`config.mk`:
```
export PLATFORM = sky130hd
export DESIGN_NAME = udp_checksum_engine_unit
export DESIGN_NICKNAME = d
export VERILOG_FILES = /design/src/hdl/ucs_pkg.sv /design/src/hdl/ucs_front.sv /design/src/hdl/ucs_queue.sv /design/src/hdl/ucs_back.sv /design/src/hdl/udp_checksum_engine_unit.sv
export SDC_FILE = /design/constraint.sdc
export NUM_CORES = 1
export LEC_CHECK = 0
export BUFFER_PORTS_ARGS = -buffer_cell sky130_fd_sc_hd__buf_2
export CAP_MARGIN = 20
export CORE_MARGIN = 2
export CORE_UTILIZATION = 45
export DETAILED_ROUTE_END_ITERATION = 10
export HOLD_SLACK_MARGIN = 0.08
export PLACE_DENSITY = 0.69
export SLEW_MARGIN = 10
export SYNTH_ARGS = -nofsm -noshare
export SYNTH_HDL_FRONTEND = slang
export SYNTH_SLANG_ARGS = --single-unit
export TNS_END_PERCENT = 10
```
`constraint.sdc`:
```
create_clock -name clk_i -period 16.3 [get_ports clk_i]
set_input_delay 0.815 -clock clk_i [delete_from_list [all_inputs] [get_ports clk_i]]
set_output_delay 0.815 -clock clk_i [all_outputs]
set_load 0.1 [all_outputs]
```
`src/hdl/ucs_pkg.sv`:
```
package ucs_pkg;

  localparam int unsigned MaxSegmentBytes = 65535;
  localparam int unsigned UdpProtocol     = 17;
  localparam int unsigned CountW          = 17;
  localparam int unsigned SumW            = 17;
  localparam int unsigned LenW            = 16;
  localparam int unsigned TotalW          = 20;
  localparam int unsigned QueueDepth      = 2;
  localparam int unsigned QueuePtrW       = 1;
  localparam int unsigned QueueCntW       = 2;
  localparam int unsigned ChecksumFieldHi = 6;
  localparam int unsigned ChecksumFieldLo = 7;

  typedef struct packed {
    logic        func;
    logic [7:0]  data_byte;
    logic        last_byte;
    logic [31:0] src_ip;
    logic [31:0] dst_ip;
  } in_item_t;

  typedef struct packed {
    logic [15:0] checksum_value;
    logic        checksum_ok;
    logic        too_long;
  } out_item_t;

  typedef struct packed {
    logic            fill;
    logic [31:0]     src;
    logic [31:0]     dst;
    logic [SumW-1:0] sum;
    logic [LenW-1:0] len;
    logic            too_long;
  } job_t;

  typedef struct packed {
    logic full;
  } queue_ctl_t;

  function automatic logic [SumW-1:0] fold_add(input logic [SumW-1:0] acc,
                                              input logic [15:0]     v);
    logic [SumW:0] s;
    s = {1'b0, acc} + {2'b00, v};
    return {1'b0, s[15:0]} + {15'd0, s[SumW:16]};
  endfunction

endpackage

```
`src/hdl/ucs_front.sv`:
```
module ucs_front (
  input  logic                clk_i,
  input  logic                rst_ni,
  input  logic                in_valid_i,
  output logic                in_ready_o,
  input  ucs_pkg::in_item_t   in_data_i,
  input  ucs_pkg::queue_ctl_t q_ctl_i,
  output logic                push_o,
  output ucs_pkg::job_t       job_o
);

  logic                          in_seg_q, in_seg_d;
  logic                          odd_q, odd_d;
  logic                          fill_q, fill_d;
  logic [31:0]                   src_q, src_d;
  logic [31:0]                   dst_q, dst_d;
  logic [ucs_pkg::SumW-1:0]      sum_q, sum_d;
  logic [ucs_pkg::CountW-1:0]    cnt_q, cnt_d;
  logic [7:0]                    held_q, held_d;

  logic                          accept;
  logic                          first;
  logic                          odd_c;
  logic [ucs_pkg::SumW-1:0]      sum_c;
  logic [ucs_pkg::CountW-1:0]    cnt_c;
  logic [7:0]                    b;
  logic                          too_long;

  assign in_ready_o = !q_ctl_i.full;
  assign accept     = in_valid_i && in_ready_o;
  assign first      = !in_seg_q;

  always_comb begin
    odd_c    = first ? 1'b0 : odd_q;
    sum_c    = first ? '0 : sum_q;
    cnt_c    = first ? '0 : cnt_q;
    fill_d   = first ? in_data_i.func : fill_q;
    src_d    = first ? in_data_i.src_ip : src_q;
    dst_d    = first ? in_data_i.dst_ip : dst_q;
    b        = in_data_i.data_byte;
    if (fill_d && (cnt_c == ucs_pkg::CountW'(ucs_pkg::ChecksumFieldHi) ||
                   cnt_c == ucs_pkg::CountW'(ucs_pkg::ChecksumFieldLo))) begin
      b = 8'd0;
    end
    cnt_d = cnt_c;
    if (cnt_c <= ucs_pkg::CountW'(ucs_pkg::MaxSegmentBytes)) begin
      cnt_d = cnt_c + ucs_pkg::CountW'(1);
    end
    held_d = held_q;
    odd_d  = odd_c;
    sum_d  = sum_c;
    if (odd_c) begin
      sum_d = ucs_pkg::fold_add(sum_c, {held_q, b});
      odd_d = 1'b0;
    end else if (in_data_i.last_byte) begin
      sum_d = ucs_pkg::fold_add(sum_c, {b, 8'd0});
    end else begin
      held_d = b;
      odd_d  = 1'b1;
    end
    too_long = cnt_d > ucs_pkg::CountW'(ucs_pkg::MaxSegmentBytes);
    in_seg_d = !in_data_i.last_byte;
  end

  assign push_o         = accept && in_data_i.last_byte;
  assign job_o.fill     = fill_d;
  assign job_o.src      = src_d;
  assign job_o.dst      = dst_d;
  assign job_o.sum      = sum_d;
  assign job_o.too_long = too_long;
  assign job_o.len      = too_long ? ucs_pkg::LenW'(ucs_pkg::MaxSegmentBytes)
                                   : cnt_d[ucs_pkg::LenW-1:0];

  always_ff @(posedge clk_i or negedge rst_ni) begin
    if (!rst_ni) begin
      in_seg_q <= 1'b0;
      odd_q    <= 1'b0;
      fill_q   <= 1'b0;
      sum_q    <= '0;
      cnt_q    <= '0;
      held_q   <= '0;
    end else if (accept) begin
      in_seg_q <= in_seg_d;
      odd_q    <= odd_d;
      fill_q   <= fill_d;
      sum_q    <= sum_d;
      cnt_q    <= cnt_d;
      held_q   <= held_d;
    end
  end

  always_ff @(posedge clk_i) begin
    if (accept && first) begin
      src_q <= src_d;
      dst_q <= dst_d;
    end
  end

endmodule

```
`src/hdl/ucs_queue.sv`:
```
module ucs_queue (
  input  logic                clk_i,
  input  logic                rst_ni,
  input  logic                push_i,
  input  ucs_pkg::job_t       job_i,
  output ucs_pkg::queue_ctl_t ctl_o,
  input  logic                pop_i,
  output logic                avail_o,
  output ucs_pkg::job_t       job_o
);

  ucs_pkg::job_t                 mem_q [ucs_pkg::QueueDepth];
  logic [ucs_pkg::QueuePtrW-1:0] wr_ptr_q, rd_ptr_q;
  logic [ucs_pkg::QueueCntW-1:0] cnt_q;
  logic                          full;
  logic                          do_push, do_pop;

  assign full    = cnt_q == ucs_pkg::QueueCntW'(ucs_pkg::QueueDepth);
  assign avail_o = cnt_q != '0;
  assign do_push = push_i && !full;
  assign do_pop  = pop_i && avail_o;
  assign job_o   = mem_q[rd_ptr_q];

  assign ctl_o.full = full;

  always_ff @(posedge clk_i or negedge rst_ni) begin
    if (!rst_ni) begin
      wr_ptr_q <= '0;
      rd_ptr_q <= '0;
      cnt_q    <= '0;
    end else begin
      if (do_push) begin
        wr_ptr_q <= (wr_ptr_q == ucs_pkg::QueuePtrW'(ucs_pkg::QueueDepth - 1))
                    ? '0 : wr_ptr_q + ucs_pkg::QueuePtrW'(1);
      end
      if (do_pop) begin
        rd_ptr_q <= (rd_ptr_q == ucs_pkg::QueuePtrW'(ucs_pkg::QueueDepth - 1))
                    ? '0 : rd_ptr_q + ucs_pkg::QueuePtrW'(1);
      end
      if (do_push && !do_pop) begin
        cnt_q <= cnt_q + ucs_pkg::QueueCntW'(1);
      end else if (do_pop && !do_push) begin
        cnt_q <= cnt_q - ucs_pkg::QueueCntW'(1);
      end
    end
  end

  always_ff @(posedge clk_i) begin
    if (do_push) begin
      mem_q[wr_ptr_q] <= job_i;
    end
  end

  // The front never offers a segment end while the queue is full.
  a_no_push_full: assert property (@(posedge clk_i) disable iff (!rst_ni)
    !(push_i && full))
    else $error("Segment end pushed into a full queue.");

  a_cnt_bound: assert property (@(posedge clk_i) disable iff (!rst_ni)
    cnt_q <= ucs_pkg::QueueCntW'(ucs_pkg::QueueDepth))
    else $error("Queue occupancy exceeds its depth.");

  a_cnt_track: assert property (@(posedge clk_i) disable iff (!rst_ni)
    (do_push && !do_pop) |=> (cnt_q == $past(cnt_q) + ucs_pkg::QueueCntW'(1)))
    else $error("Queue occupancy did not follow a push.");

endmodule

```
`src/hdl/ucs_back.sv`:
```
module ucs_back (
  input  logic               clk_i,
  input  logic               rst_ni,
  input  logic               avail_i,
  input  ucs_pkg::job_t      job_i,
  output logic               pop_o,
  output logic               out_valid_o,
  input  logic               out_ready_i,
  output ucs_pkg::out_item_t out_data_o
);

  logic                       s1_valid_q;
  logic [ucs_pkg::TotalW-1:0] s1_total_q, s1_total_d;
  logic                       s1_fill_q;
  logic                       s1_long_q;
  logic                       out_valid_q;
  ucs_pkg::out_item_t         out_q, out_d;
  logic                       out_en, s1_en;
  logic [16:0]                f1, f2;
  logic [15:0]                csum;

  assign out_en = !out_valid_q || out_ready_i;
  assign s1_en  = !s1_valid_q || out_en;
  assign pop_o  = avail_i && s1_en;

  assign s1_total_d = ucs_pkg::TotalW'(job_i.sum)
                    + ucs_pkg::TotalW'(job_i.src[31:16])
                    + ucs_pkg::TotalW'(job_i.src[15:0])
                    + ucs_pkg::TotalW'(job_i.dst[31:16])
                    + ucs_pkg::TotalW'(job_i.dst[15:0])
                    + ucs_pkg::TotalW'(ucs_pkg::UdpProtocol)
                    + ucs_pkg::TotalW'(job_i.len);

  always_comb begin
    f1 = {1'b0, s1_total_q[15:0]} + 17'(s1_total_q[ucs_pkg::TotalW-1:16]);
    f2 = {1'b0, f1[15:0]} + 17'(f1[16]);
    csum = ~f2[15:0];
    out_d.checksum_ok    = csum == 16'd0;
    out_d.checksum_value = (s1_fill_q && csum == 16'd0) ? 16'hFFFF : csum;
    out_d.too_long       = s1_long_q;
  end

  always_ff @(posedge clk_i or negedge rst_ni) begin
    if (!rst_ni) begin
      s1_valid_q  <= 1'b0;
      out_valid_q <= 1'b0;
    end else begin
      if (s1_en) begin
        s1_valid_q <= avail_i;
      end
      if (out_en) begin
        out_valid_q <= s1_valid_q;
      end
    end
  end

  always_ff @(posedge clk_i) begin
    if (pop_o) begin
      s1_total_q <= s1_total_d;
      s1_fill_q  <= job_i.fill;
      s1_long_q  <= job_i.too_long;
    end
    if (out_en && s1_valid_q) begin
      out_q <= out_d;
    end
  end

  assign out_valid_o = out_valid_q;
  assign out_data_o  = out_q;

  a_ok_matches: assert property (@(posedge clk_i) disable iff (!rst_ni)
    out_valid_q |-> (out_q.checksum_ok == (out_q.checksum_value == 16'd0 ||
                     (out_q.checksum_value == 16'hFFFF && out_q.checksum_ok))))
    else $error("Checksum flag disagrees with the checksum value.");

  a_stage_moves: assert property (@(posedge clk_i) disable iff (!rst_ni)
    (s1_valid_q && out_en) |=> out_valid_q)
    else $error("Summed segment was lost between stages.");

  a_pop_space: assert property (@(posedge clk_i) disable iff (!rst_ni)
    pop_o |-> (!s1_valid_q || out_en))
    else $error("Queue popped while the sum stage was blocked.");

endmodule

```
`src/hdl/udp_checksum_engine_unit.sv`:
```
// UDP checksum engine with the IPv4 pseudo header.
// The input channel carries one segment byte per transfer in wire order,
// with the mode and both IPv4 addresses sampled on the first byte and
// last_byte marking the final byte. The output channel carries one result
// per segment: the checksum, a flag that the checksum verifies, and a flag
// for a segment longer than 65535 bytes.
// Throughput is one byte per cycle while in_ready_o is high, including
// back-to-back one-byte segments. Each 16-bit pair is folded in on its
// second byte; a lone last byte gets a zero low byte. Finished segments
// wait in a two-entry queue, then pass the sum stage, which adds the
// pseudo header terms, and the output register, which holds the folded
// and complemented result. When the receiver stalls, the output register
// and the sum stage hold, the queue fills, and in_ready_o falls only once
// two segments are waiting there.
// Reset clears the control state; the engine then waits for a first byte.
module udp_checksum_engine_unit (
  input  logic               clk_i,
  input  logic               rst_ni,
  input  logic               in_valid_i,
  output logic               in_ready_o,
  input  ucs_pkg::in_item_t  in_data_i,
  output logic               out_valid_o,
  input  logic               out_ready_i,
  output ucs_pkg::out_item_t out_data_o
);

  ucs_pkg::queue_ctl_t q_ctl;
  ucs_pkg::job_t       push_job;
  ucs_pkg::job_t       head_job;
  logic                push;
  logic                pop;
  logic                avail;

  ucs_front u_front (
    .clk_i      (clk_i),
    .rst_ni     (rst_ni),
    .in_valid_i (in_valid_i),
    .in_ready_o (in_ready_o),
    .in_data_i  (in_data_i),
    .q_ctl_i    (q_ctl),
    .push_o     (push),
    .job_o      (push_job)
  );

  ucs_queue u_queue (
    .clk_i   (clk_i),
    .rst_ni  (rst_ni),
    .push_i  (push),
    .job_i   (push_job),
    .ctl_o   (q_ctl),
    .pop_i   (pop),
    .avail_o (avail),
    .job_o   (head_job)
  );

  ucs_back u_back (
    .clk_i       (clk_i),
    .rst_ni      (rst_ni),
    .avail_i     (avail),
    .job_i       (head_job),
    .pop_o       (pop),
    .out_valid_o (out_valid_o),
    .out_ready_i (out_ready_i),
    .out_data_o  (out_data_o)
  );

endmodule

```
==> summary.txt, run 1 <==
Yosys
  – EDFF count, synth: between 300 and 400
  – Yosys reg bits: around 350
  – Synthesized netlist cell count: around 1,600
  – Post-synthesis average cell area: 12.3 um2
  – Post-synth top flop: sky130_fd_sc_hd__edfxtp_1
  – Post-synth ARST share: 14.4%
  – Syn nets: 1,841
  – Summed instance area of the synthesized netlist: 20,000 um2
  – Share of the yosys chip area belonging to registers: 51.7%
  – Synth cell types: 90
  – Count of yosys warnings during synthesis: 0

Finish
  – Synthesis-to-finish area growth: 11.5%
  – Multi-input gate area in the final layout: 8980 um2
  – Number of inserted filler cells in the final layout: 3,830
  – Number of antenna cells inserted: 0
  – Final net count: 1,933
  – Most common library cell in the layout ignoring fill and taps: sky130_fd_sc_hd__edfxtp_1
  – Most frequent cells in the layout: sky130_fd_sc_hd__edfxtp_1, sky130_fd_sc_hd__mux2_2, sky130_fd_sc_hd__inv_1, sky130_fd_sc_hd__nand2_1, sky130_fd_sc_hd__buf_2
  – Share of cells above drive strength 1: a little over a fifth
  – FF+latch area: 10,400 um2

Floorplanning
  – Horizontal die dimension: 215 um
  – Initial core utilization: 45.4%
  – Floorplan die height: 215 um
  – FP Rows: 77
  – Number of top-level design ports: 98
  – Floorplan core area: between 40,000 and 50,000 um2
  – Total die area: around 46,000 um2

STA
  – Setup clock skew after layout: around 18 ps
  – Pins over their slew limit: 0
  – Accumulated negative setup slack: 0 ps
  – Final count of hold timing violations: 0
  – Final setup vio count: 0
  – Setup repair after global routing missed its margin: false
  – Max Freq: 0.141 GHz
  – Post-route fraction of the period consumed by the critical path: 43.6%
  – Tmin final: around 7000 ps
  – Slew headroom: 29.6%
  – Worst Tran Pin Value: about 1100 ps

Clock tree
  – Clock-pin slew on the worst setup and hold paths: approximately 70 ps
  – Root cell of the clock tree: sky130_fd_sc_hd__clkbuf_16
  – Cells resized by post-CTS repair: 0
  – Post-CTS Repair Setup Buffers: 0
  – Num Clock Sinks: 353
  – CTS tree: done
  – Count of hold buffers inserted by post-cts repair: 0
  – Clock Tree Buf Depth: 3
  – Later-pin clock latency in the skew report: 530 ps
  – TritonCTS buffer count: 38
  – # H-tree levels: 2

Placed design
  – Buffers added on ports: between 90 and 100
  – Gp weighted congestion: 0.878
  – Estimated wirelength of the detail-placed design: 31,000 um

Critical path
  – Category of the worst setup path capture point: register
  – Cells traversed along the worst timing path: buf_4 -> mux2_2 -> ha_1 -> a2111oi_0 -> or3_1 -> o21ai_0 -> a21oi_1 -> xnor2_1 -> fa_1 -> inv_1 -> fa_1 -> fa_1 -> inv_1 -> ha_1 -> and2_1 -> o21ai_0 -> o21ai_0 -> o21ai_0 -> a21oi_1 -> a21oi_1 -> xnor2_1
  – CP Launch Point: u_queue.rd_ptr_q
  – Reg-to-reg setup timing slack: 9190 ps
  – CP max stage delay: 1010 ps
  – Critical path's most frequent cell: sky130_fd_sc_hd__o21ai_0
  – End point of the critical path: u_back.s1_total_q[17]
  – Data arrival, critical path: 7390 ps
  – Critical path's top delay family: adder cells
  – Startpoint type of the worst setup path: register
  – Worst path required time: 16,580 ps
  – CP Max Fanout: 59
  – Worst setup path class: reg -> reg
  – FF-to-FF End: u_back.s1_total_q[17]
  – WP buf/inv: 3
  – Reg2Reg Launch Point: u_queue.rd_ptr_q
  – Crit path depth: 21
  – Worst-case reg-to-reg path depth: 21
  – CP max stage cell: sky130_fd_sc_hd__dfrtp_4

Drt
  – Routed via count divided by cell count: 5.35
  – Per-cell routed wire length: 18.3 um
  – Residual DRC: 0
  – Remaining number of nets flagged by the antenna check after routing: 0
  – Initial detailed-routing violation count: 812
  – First-pass detailed-route iteration total: 7
  – Total length of routed wires: 42,700 um
  – Vias: 12,486

Worst hold path
  – Worst Hold Class: in -> async

Global routing
  – Wire length of the first global-routing pass: 68,200 um
  – Vias in the first global route: 12,494
  – Global route total overflow: 0
  – Number of antenna violations at the first check in global routing: 1
  – Largest net degree at the start of global routing: slightly below 80
  – GRT Util Overall: 18.5%

Outcome
  – Outcome: completed

Flow run
  – Max-cap viol count: 0
## flip-flops by register name, summed over array words and instances, names as in the netlist, 2 cells and up
name,cells
u_back.out_data_o,18
u_back.s1_total_q,20
u_front.cnt_q,17
u_front.dst_q,32
u_front.held_q,8
u_front.src_q,32
u_front.sum_q,17
u_queue.cnt_q,2
u_queue.mem_q,198
## logic make-up after synthesis
kind of cell | count (synthesis) | share of synthesized area [%]
AND/OR/NAND/NOR | 408 | 10.6
flip-flops | 353 | 51.7
AO/OA/AOI/OAI | 244 | 8.16
multiplexers | 189 | 10.5
buffers and inverters | 181 | 3.49
adder cells (fa/ha/maj) | 141 | 10.8
XOR/XNOR | 106 | 4.68
## final cells by class
class,count,area share [%]
clock buffers,46,4.63
well taps,592,3.32
flip-flops and latches,353,46.4
inverters,126,2.12
clock inverters,23,0.684
multi-input cells,1088,40.2
repair buffers,107,2.60
## worst min-delay path by stage
stage / startpoint / endpoint / slack, ps
6_report: rst_ni / u_front.held_q[4] / 430
5_1_grt: u_back.s1_long_q / u_back.out_data_o[0] / 440
4_1_cts: u_back.s1_long_q / u_back.out_data_o[0] / 420
3_5_place_dp: u_back.s1_long_q / u_back.out_data_o[0] / 410
3_3_place_gp: u_back.s1_long_q / u_back.out_data_o[0] / 410
2_1_floorplan: u_back.s1_long_q / u_back.out_data_o[0] / 400
## synthesized netlist by cell type (7+ instances only)
| cell type | count | area (um2) |
|---|---|---|
| sky130_fd_sc_hd__or3_1 | 7 | 43.8 |
| sky130_fd_sc_hd__nand2_1 | 117 | 439 |
| sky130_fd_sc_hd__fa_1 | 54 | 1080 |
| sky130_fd_sc_hd__mux2_2 | 164 | 1850 |
| sky130_fd_sc_hd__a21oi_1 | 63 | 315 |
| sky130_fd_sc_hd__a211oi_1 | 9 | 67.6 |
| sky130_fd_sc_hd__edfxtp_1 | 302 | 9070 |
| sky130_fd_sc_hd__a21o_1 | 13 | 97.6 |
| sky130_fd_sc_hd__nand2_2 | 8 | 50.1 |
| sky130_fd_sc_hd__dfrtp_1 | 51 | 1280 |
| sky130_fd_sc_hd__buf_1 | 13 | 48.8 |
| sky130_fd_sc_hd__nor2b_1 | 12 | 75.1 |
| sky130_fd_sc_hd__xor2_1 | 38 | 333 |
| sky130_fd_sc_hd__xnor2_1 | 67 | 587 |
| sky130_fd_sc_hd__nand2b_1 | 14 | 87.6 |
| sky130_fd_sc_hd__nor3_1 | 23 | 115 |
| sky130_fd_sc_hd__and3_1 | 12 | 75.1 |
| sky130_fd_sc_hd__o21ai_0 | 64 | 320 |
| sky130_fd_sc_hd__nand3_1 | 38 | 190 |
| sky130_fd_sc_hd__inv_1 | 126 | 473 |
| sky130_fd_sc_hd__nor3b_1 | 9 | 67.6 |
| sky130_fd_sc_hd__clkbuf_1 | 37 | 139 |
| sky130_fd_sc_hd__ha_1 | 87 | 1090 |
| sky130_fd_sc_hd__nand4_1 | 10 | 62.6 |
| sky130_fd_sc_hd__and2_1 | 29 | 181 |
| sky130_fd_sc_hd__mux2i_1 | 24 | 240 |
| sky130_fd_sc_hd__o21ai_1 | 7 | 35.0 |
| sky130_fd_sc_hd__nor2_1 | 84 | 315 |
## per-stage QoR
step                setup slack (ps)  instances  hold WS, ps  util (%)  instance area (um2)
CTS                             9240       2334          423      50.6                22300
global placement                9390       2265          410      47.9                21100
finish                          9190       2335          425      50.7                22300
global route                    8700       2335          437      50.7                22300
detailed placement              9220       2265          409      47.9                21100
floorplan                       9660       1622          400         -                20000
## metal layers
layer | vias up | part of all wire [%] | GRT usage, %
met5 | - | 0.016 | 0
met4 | 2 | 2.4 | 5.14
met3 | 63 | 3.9 | 2.45
met2 | 278 | 51 | 32.8
met1 | 6086 | 43 | 23.9
li1 | 6057 | - | -
Power of run 1 is left out: the tool's default activity adds up to more than one toggle a clock period on the data nets, which glitch-free logic cannot reach.
==> run 2: changes to the inputs <==
- ABC_AREA: default -> 1
- PLACE_DENSITY: 0.69 -> 0.71
- clock period: 16.3 -> 5.9 ns (I/O delays scaled with it)
==> summary.txt, run 2 <==
Clock tree
  – Root cell of the clock tree: sky130_fd_sc_hd__clkbuf_16
  – CTS tree: done
  – Num Clock Sinks: 353 (unchanged)
  – # H-tree levels: 2 (unchanged)
  – Later-pin clock latency in the skew report: 580 ps (+50 ps)
  – Clock Tree Buf Depth: 3 (unchanged)
  – Clock-pin slew on the worst setup and hold paths: 70 ps (about the same)
  – TritonCTS buffer count: 39 (+2.6%)

Finish
  – Final cell area excluding filler cells: 23,300 um2 (+4.3%)
  – Number of flip-flops in the largest register: 198 (unchanged)
  – Most frequent cells in the layout: sky130_fd_sc_hd__nand2_1, sky130_fd_sc_hd__edfxtp_1, sky130_fd_sc_hd__inv_1, sky130_fd_sc_hd__buf_2, sky130_fd_sc_hd__ha_1
  – Final net count: 2,574 (+33%)
  – Regs by FF count: u_queue.mem_q (198), u_front.dst_q (32), u_front.src_q (32)
  – Filler-free cell count of the finished design: 2,967 (+27%)
  – Synthesis-to-finish area growth: 17.3%
  – Finished Core Util: 53.8% (+3.1 points)
  – Most common library cell in the layout ignoring fill and taps: sky130_fd_sc_hd__nand2_1
  – Number of antenna cells inserted: 0 (unchanged)
  – Share of cells above drive strength 1: 14.1% (-7.6 points)
  – Largest register by flop count: u_queue.mem_q

Worst hold path
  – Hold Path Depth: 5
  – Worst Hold Class: in -> reg
  – Hold path startpoint: in_data_i[69]
  – Capture endpoint of the worst hold path: u_front.held_q[4]

Critical path
  – Worst path required time: 6410 ps (-10,170 ps)
  – Crit path depth: 32 (+52%)
  – FF-to-FF End: u_front.sum_q[8]
  – Category of the worst setup path capture point: register
  – Worst setup path class: reg -> reg
  – Critical path's top delay family: simple AND/OR/NAND/NOR gates
  – CP max stage cell: sky130_fd_sc_hd__dfrtp_4
  – WP buf/inv: 7 (+4)
  – CP max stage delay: 490 ps (-520 ps)
  – Startpoint type of the worst setup path: register
  – CP Max Fanout: 7 (-88%)
  – Data arrival, critical path: 6110 ps (-1280 ps)
  – Reg-to-reg setup timing slack: 300 ps (-8890 ps)
  – Worst-case reg-to-reg path depth: 32 (+52%)
  – Reg2Reg Launch Point: u_front.in_seg_q

Placed design
  – # placed instances: 2,859 (+26%)
  – Placed standard-cell area: 21,500 um2 (+2.0%)
  – Estimated wirelength of the detail-placed design: 35,000 um (+13%)
  – Gp weighted congestion: 0.907 (+3.2%)
  – Buffers added on ports: 97 (unchanged)

Floorplanning
  – Floorplan die height: 214 um (-0.39%)
  – FP Rows: 76 (-1.3%)
  – Horizontal die dimension: 214 um (-0.39%)
  – Number of top-level design ports: 98 (unchanged)
  – Initial core utilization: 45.9% (+0.43 points)
  – Total die area: 45,800 um2 (-0.79%)
  – Floorplan core area: 43,300 um2 (-1.7%)

Global routing
  – Largest net degree at the start of global routing: 70 (-11%)
  – Wire length of the first global-routing pass: 76,500 um (+12%)
  – Global route total overflow: 0 (unchanged)
  – GRT Util Overall: 20.9% (+2.4 points)
  – Number of antenna violations at the first check in global routing: 0 (-1)
  – Vias in the first global route: 14,897 (+19%)

Drt
  – Remaining number of nets flagged by the antenna check after routing: 0 (unchanged)
  – Initial detailed-routing violation count: 1,106 (+36%)
  – Total length of routed wires: 47,900 um (+12%)
  – First-pass detailed-route iteration total: 5 (-2)
  – Vias: 14,788 (+18%)
  – Residual DRC: 0 (unchanged)
  – Routed via count divided by cell count: 4.98 (-6.8%)
  – Per-cell routed wire length: 16.1 um (-12%)

Yosys
  – Syn nets: 2,369 (+29%)
  – Most common cell in the synthesized netlist: sky130_fd_sc_hd__nand2_1
  – Summed instance area of the synthesized netlist: 19,800 um2 (-0.80%)
  – Top area cells in the synthesized netlist: sky130_fd_sc_hd__edfxtp_1, sky130_fd_sc_hd__nand2_1, sky130_fd_sc_hd__dfrtp_1
  – Yosys reg bits: 353 (unchanged)
  – Post-synth top flop: sky130_fd_sc_hd__edfxtp_1
  – Post-synth ARST share: 14.4% (unchanged)
  – Area share of the leading cell type in the synthesized netlist: 45.7% (+0.37 points)
  – EDFF count, synth: 302 (unchanged)
  – Post-synthesis average cell area: 9.23 um2 (-25%)
  – Count of yosys warnings during synthesis: 0 (unchanged)
  – Share of the yosys chip area belonging to registers: 52.1% (+0.42 points)
  – Synthesized netlist cell count: 2,150 (+33%)
  – Top cells by instance count after synthesis: sky130_fd_sc_hd__nand2_1, sky130_fd_sc_hd__edfxtp_1, sky130_fd_sc_hd__inv_1
  – Synth cell types: 52 (-42%)
  – Top cell type by total area after synthesis: sky130_fd_sc_hd__edfxtp_1

STA
  – Accumulated negative setup slack: 0 ps (unchanged)
  – Tmin final: 5600 ps (-1510 ps)
  – Max Freq: 0.179 GHz (+27%)
  – Pins over their slew limit: 0 (unchanged)
  – Setup repair after global routing missed its margin: true
  – Slew headroom: 32.2% (+2.6 points)
  – Final setup vio count: 0 (unchanged)
  – Worst Tran Pin Value: 1010 ps (-41.7 ps)
  – Post-route fraction of the period consumed by the critical path: 94.9% (+51 points)
  – Final count of hold timing violations: 0 (unchanged)
  – Setup clock skew after layout: 45.6 ps (+28.0 ps)

Outcome
  – Outcome: completed

Flow run
  – Max-cap viol count: 0 (unchanged)
## run 2: layout make-up
class	count	area (um2)
well taps	585	732
inverters	250	941
flip-flops and latches	353	10400
clock inverters	17	121
multi-input cells	1495	8520
repair buffers	216	1560
fillers	3839	20000
clock buffers	51	1050
## run 2: logic make-up (layout without fill, tap and decap cells)
family | Yosys count | in the layout | share of synthesized area, %
buffers and inverters | 302 | 534 | 5.79
xor gates and xnor gates | 54 | 54 | 2.46
adders and majority gates | 141 | 141 | 10.9
muxes | 16 | 16 | 0.807
and+or+nand+nor | 1115 | 1115 | 23.1
DFF | 353 | 353 | 52.1
AOI/OAI and AO/OA | 169 | 169 | 4.73
## run 2: stage by stage
stage          setup slack (ps)  hold slack (ps)
2_1_floorplan              -587           -0.591
3_3_place_gp              -21.9              462
3_5_place_dp              -27.7              443
4_1_cts                    33.2             80.8
5_1_grt                   -94.0             98.1
6_report                    300             78.7
## run 2: worst min-delay path: cells and delay by family
family,cells,cell delay (ps)
buf+inv,2,140
simple gates,3,170
## run 2: worst max-delay path by stage
stage	startpoint	end	slack (ps)
floorplan	u_queue.cnt_q[0]	u_queue.mem_q[0][0]	-590
global placement	u_queue.rd_ptr_q	u_back.s1_total_q[18]	-20
detailed placement	u_queue.rd_ptr_q	u_back.s1_total_q[16]	-30
CTS	u_queue.rd_ptr_q	u_back.s1_total_q[17]	30
global route	u_front.in_seg_q	u_front.sum_q[8]	-90
finish	u_front.in_seg_q	u_front.sum_q[8]	300
## run 2: repair_timing
item                                    CTS  global route
setup buffers                             0             4
endpoints found under the hold margin   145             0
gates resized for setup                   2            51
endpoints found under the setup margin    5            36
pin swaps                                 0            12
cloned                                    0             1
hold buffers                             35             0
## run 2: routing by layer
| metal | vias up | track usage (%) | wire length, um |
|---|---|---|---|
| li1 | 7396 | - | - |
| met1 | 7009 | 26.6 | 20700 |
| met2 | 319 | 36.9 | 24000 |
| met3 | 64 | 3.27 | 2220 |
| met4 | 0 | 5.90 | 1050 |
| met5 | - | 0 | 0 |
Power of run 2 is left out for the same reason.
==> run 3: changes to the inputs <==
- BUFFER_PORTS_ARGS: -buffer_cell sky130_fd_sc_hd__buf_2 -> default
- DONT_BUFFER_PORTS: default -> 1
- PLACE_DENSITY: 0.71 -> 0.69
==> summary.txt, run 3 (same netlist as run 2, synthesis figures left out) <==
Finish
  – Most common library cell in the layout ignoring fill and taps: sky130_fd_sc_hd__nand2_1
  – Final net count: 2,507 (-2.6%)
  – Regs by FF count: u_queue.mem_q (198), u_front.dst_q (32), u_front.src_q (32)
  – Filler-free cell count of the finished design: 2,906 (-2.1%)
  – Synthesis-to-finish area growth: 17.3% (about the same)
  – Share of cells above drive strength 1: 10.1% (-4.0 points)
  – Number of antenna cells inserted: 0 (unchanged)
  – Largest register by flop count: u_queue.mem_q
  – Most frequent cells in the layout: sky130_fd_sc_hd__nand2_1, sky130_fd_sc_hd__edfxtp_1, sky130_fd_sc_hd__inv_1, sky130_fd_sc_hd__ha_1, sky130_fd_sc_hd__nor2_1
  – Number of flip-flops in the largest register: 198 (unchanged)
  – Number of inserted filler cells in the final layout: 3,846 (+0.18%)

Worst hold path
  – Worst Hold Class: in -> reg
  – Capture endpoint of the worst hold path: u_queue.mem_q[1][31]
  – Hold Path Depth: 3 (-2)
  – Hold path startpoint: in_data_i[64]

Critical path
  – Startpoint type of the worst setup path: register
  – Category of the worst setup path capture point: register
  – Data arrival, critical path: 5940 ps (-170 ps)
  – Worst setup path class: reg -> reg
  – Critical path's most frequent cell: sky130_fd_sc_hd__nand2_1
  – CP max stage delay: 550 ps (+60 ps)
  – CP Max Fanout: 8 (+1)
  – Worst-case reg-to-reg path depth: 25 (-22%)
  – Reg-to-reg setup timing slack: 250 ps (-50 ps)
  – Reg2Reg Launch Point: u_queue.rd_ptr_q
  – Worst path required time: 6190 ps (-220 ps)
  – FF-to-FF End: u_back.s1_total_q[18]
  – CP max stage cell: sky130_fd_sc_hd__fa_1

Floorplanning
  – Number of top-level design ports: 98 (unchanged)
  – Floorplan core area: 43,300 um2 (unchanged)
  – Total die area: 45,800 um2 (unchanged)
  – Initial core utilization: 45.9% (unchanged)
  – FP Rows: 76 (unchanged)
  – Horizontal die dimension: 214 um (unchanged)
  – Floorplan die height: 214 um (unchanged)

STA
  – Pins over their slew limit: 0 (unchanged)
  – Setup clock skew after layout: 32.0 ps (-13.5 ps)
  – Slew headroom: 31.3% (-0.85 points)
  – Tmin final: 5650 ps (+46.4 ps)
  – Accumulated negative setup slack: 0 ps (unchanged)
  – Post-route fraction of the period consumed by the critical path: 95.7% (+0.79 points)
  – Final count of hold timing violations: 0 (unchanged)
  – Max Freq: 0.177 GHz (-0.82%)
  – Final Worst Setup Slack: 254 ps (-46.4 ps)
  – Final setup vio count: 0 (unchanged)
  – Worst Tran Pin Value: 1030 ps (+12.7 ps)
  – Min Hold Slack: 81.1 ps (+2.33 ps)

Clock tree
  – Clock-pin slew on the worst setup and hold paths: 60 ps (about the same)
  – # H-tree levels: 2 (unchanged)
  – CTS tree: done
  – TritonCTS buffer count: 41 (+5.1%)
  – Num Clock Sinks: 353 (unchanged)
  – Root cell of the clock tree: sky130_fd_sc_hd__clkbuf_16
  – Later-pin clock latency in the skew report: 570 ps (about the same)
  – Clock Tree Buf Depth: 3 (unchanged)

Drt
  – Residual DRC: 0 (unchanged)
  – Remaining number of nets flagged by the antenna check after routing: 0 (unchanged)
  – First-pass detailed-route iteration total: 7 (+2)
  – Initial detailed-routing violation count: 1,113 (+0.63%)
  – Vias: 14,628 (-1.1%)
  – Routed via count divided by cell count: 5.03 (+0.99%)
  – Total length of routed wires: 47,700 um (-0.46%)
  – Per-cell routed wire length: 16.4 um (+1.6%)

Global routing
  – Global route total overflow: 0 (unchanged)
  – Number of antenna violations at the first check in global routing: 0 (unchanged)
  – GRT Util Overall: 21.1% (+0.22 points)
  – Wire length of the first global-routing pass: 77,100 um (+0.81%)
  – Largest net degree at the start of global routing: 66 (-5.7%)
  – Vias in the first global route: 14,728 (-1.1%)

Placed design
  – # placed instances: 2,754 (-3.7%)
  – Gp weighted congestion: 0.905 (-0.15%)
  – Pre-CTS setup slack: 1.98 ps (+29.7 ps)
  – Estimated wirelength of the detail-placed design: 34,800 um (-0.59%)
  – Buffers added on ports: 0 (-100%)

Flow run
  – Max-cap viol count: 0 (unchanged)

Outcome
  – Outcome: completed
==> run 3: cell count changes in the layout (fill, tap and decap cells not counted), sizes merged <==
cell and delta:
bufinv +5, inv +3, clkbuf -2, clkinvlp -4, dlygate4sd3 +37, clkinv +6, buf -106
==> run 3: cell type report <==
class                           count  area [um2]  area share (%)
Timing Repair Buffer              147        1340            5.77
Clock buffer                       49        1120            4.81
Tap cell                          585         732            3.15
Multi-Input combinational cell   1495        8490            36.5
Clock inverter                     27         300            1.29
Sequential cell                   353       10400            44.5
Inverter                          250         938            4.03
==> run 3: timing repair <==
item,CTS,global route
gates resized for setup,1,37
hold endpoints to repair,248,3
pin swaps,0,6
hold buffers,72,1
endpoints found under the setup margin,4,42
setup buffers,0,3
==> run 3: critical path, delay by kind of cell, from the launching register on <==
kind,cells,cell delay [ps]
adder cells (fa/ha/maj),5,2310
AND/OR/NAND/NOR,8,1000
AO/OA/AOI/OAI,5,820
flip-flops,1,510
buffers and inverters,5,500
XOR/XNOR,2,210
==> run 3: routing by layer <==
layer  vias to the layer above  track usage [%]  wire [um]
met4                         0             5.87       1190
met2                       374             36.5      23100
met1                      6898             27.7      21200
li1                       7284                -          -
met3                        72             3.05       2240
met5                         -                0          0
==> run 3: worst max path at each step <==
stage / slack, ps / endpoint / depth (start not counted) / from
4_1_cts: 9 / u_back.s1_total_q[18] / 27 / u_queue.rd_ptr_q
6_report: 250 / u_back.s1_total_q[18] / 25 / u_queue.rd_ptr_q
3_3_place_gp: 170 / u_back.s1_total_q[18] / 26 / u_queue.rd_ptr_q
5_1_grt: -40 / u_back.s1_total_q[18] / 25 / u_queue.rd_ptr_q
2_1_floorplan: -590 / u_queue.mem_q[0][0] / 6 / u_queue.cnt_q[0]
3_5_place_dp: 2 / u_back.s1_total_q[18] / 26 / u_queue.rd_ptr_q
==> run 3: metrics by stage <==
stage | area (um2) | util [%]
final | 23300 | 53.8
after global routing | 23300 | 53.8
after CTS | 23100 | 53.4
after detailed placement | 20900 | 48.4
after global placement | 20900 | 48.4
after floorplan | 19800 | -
Power of run 3 is left out for the same reason.
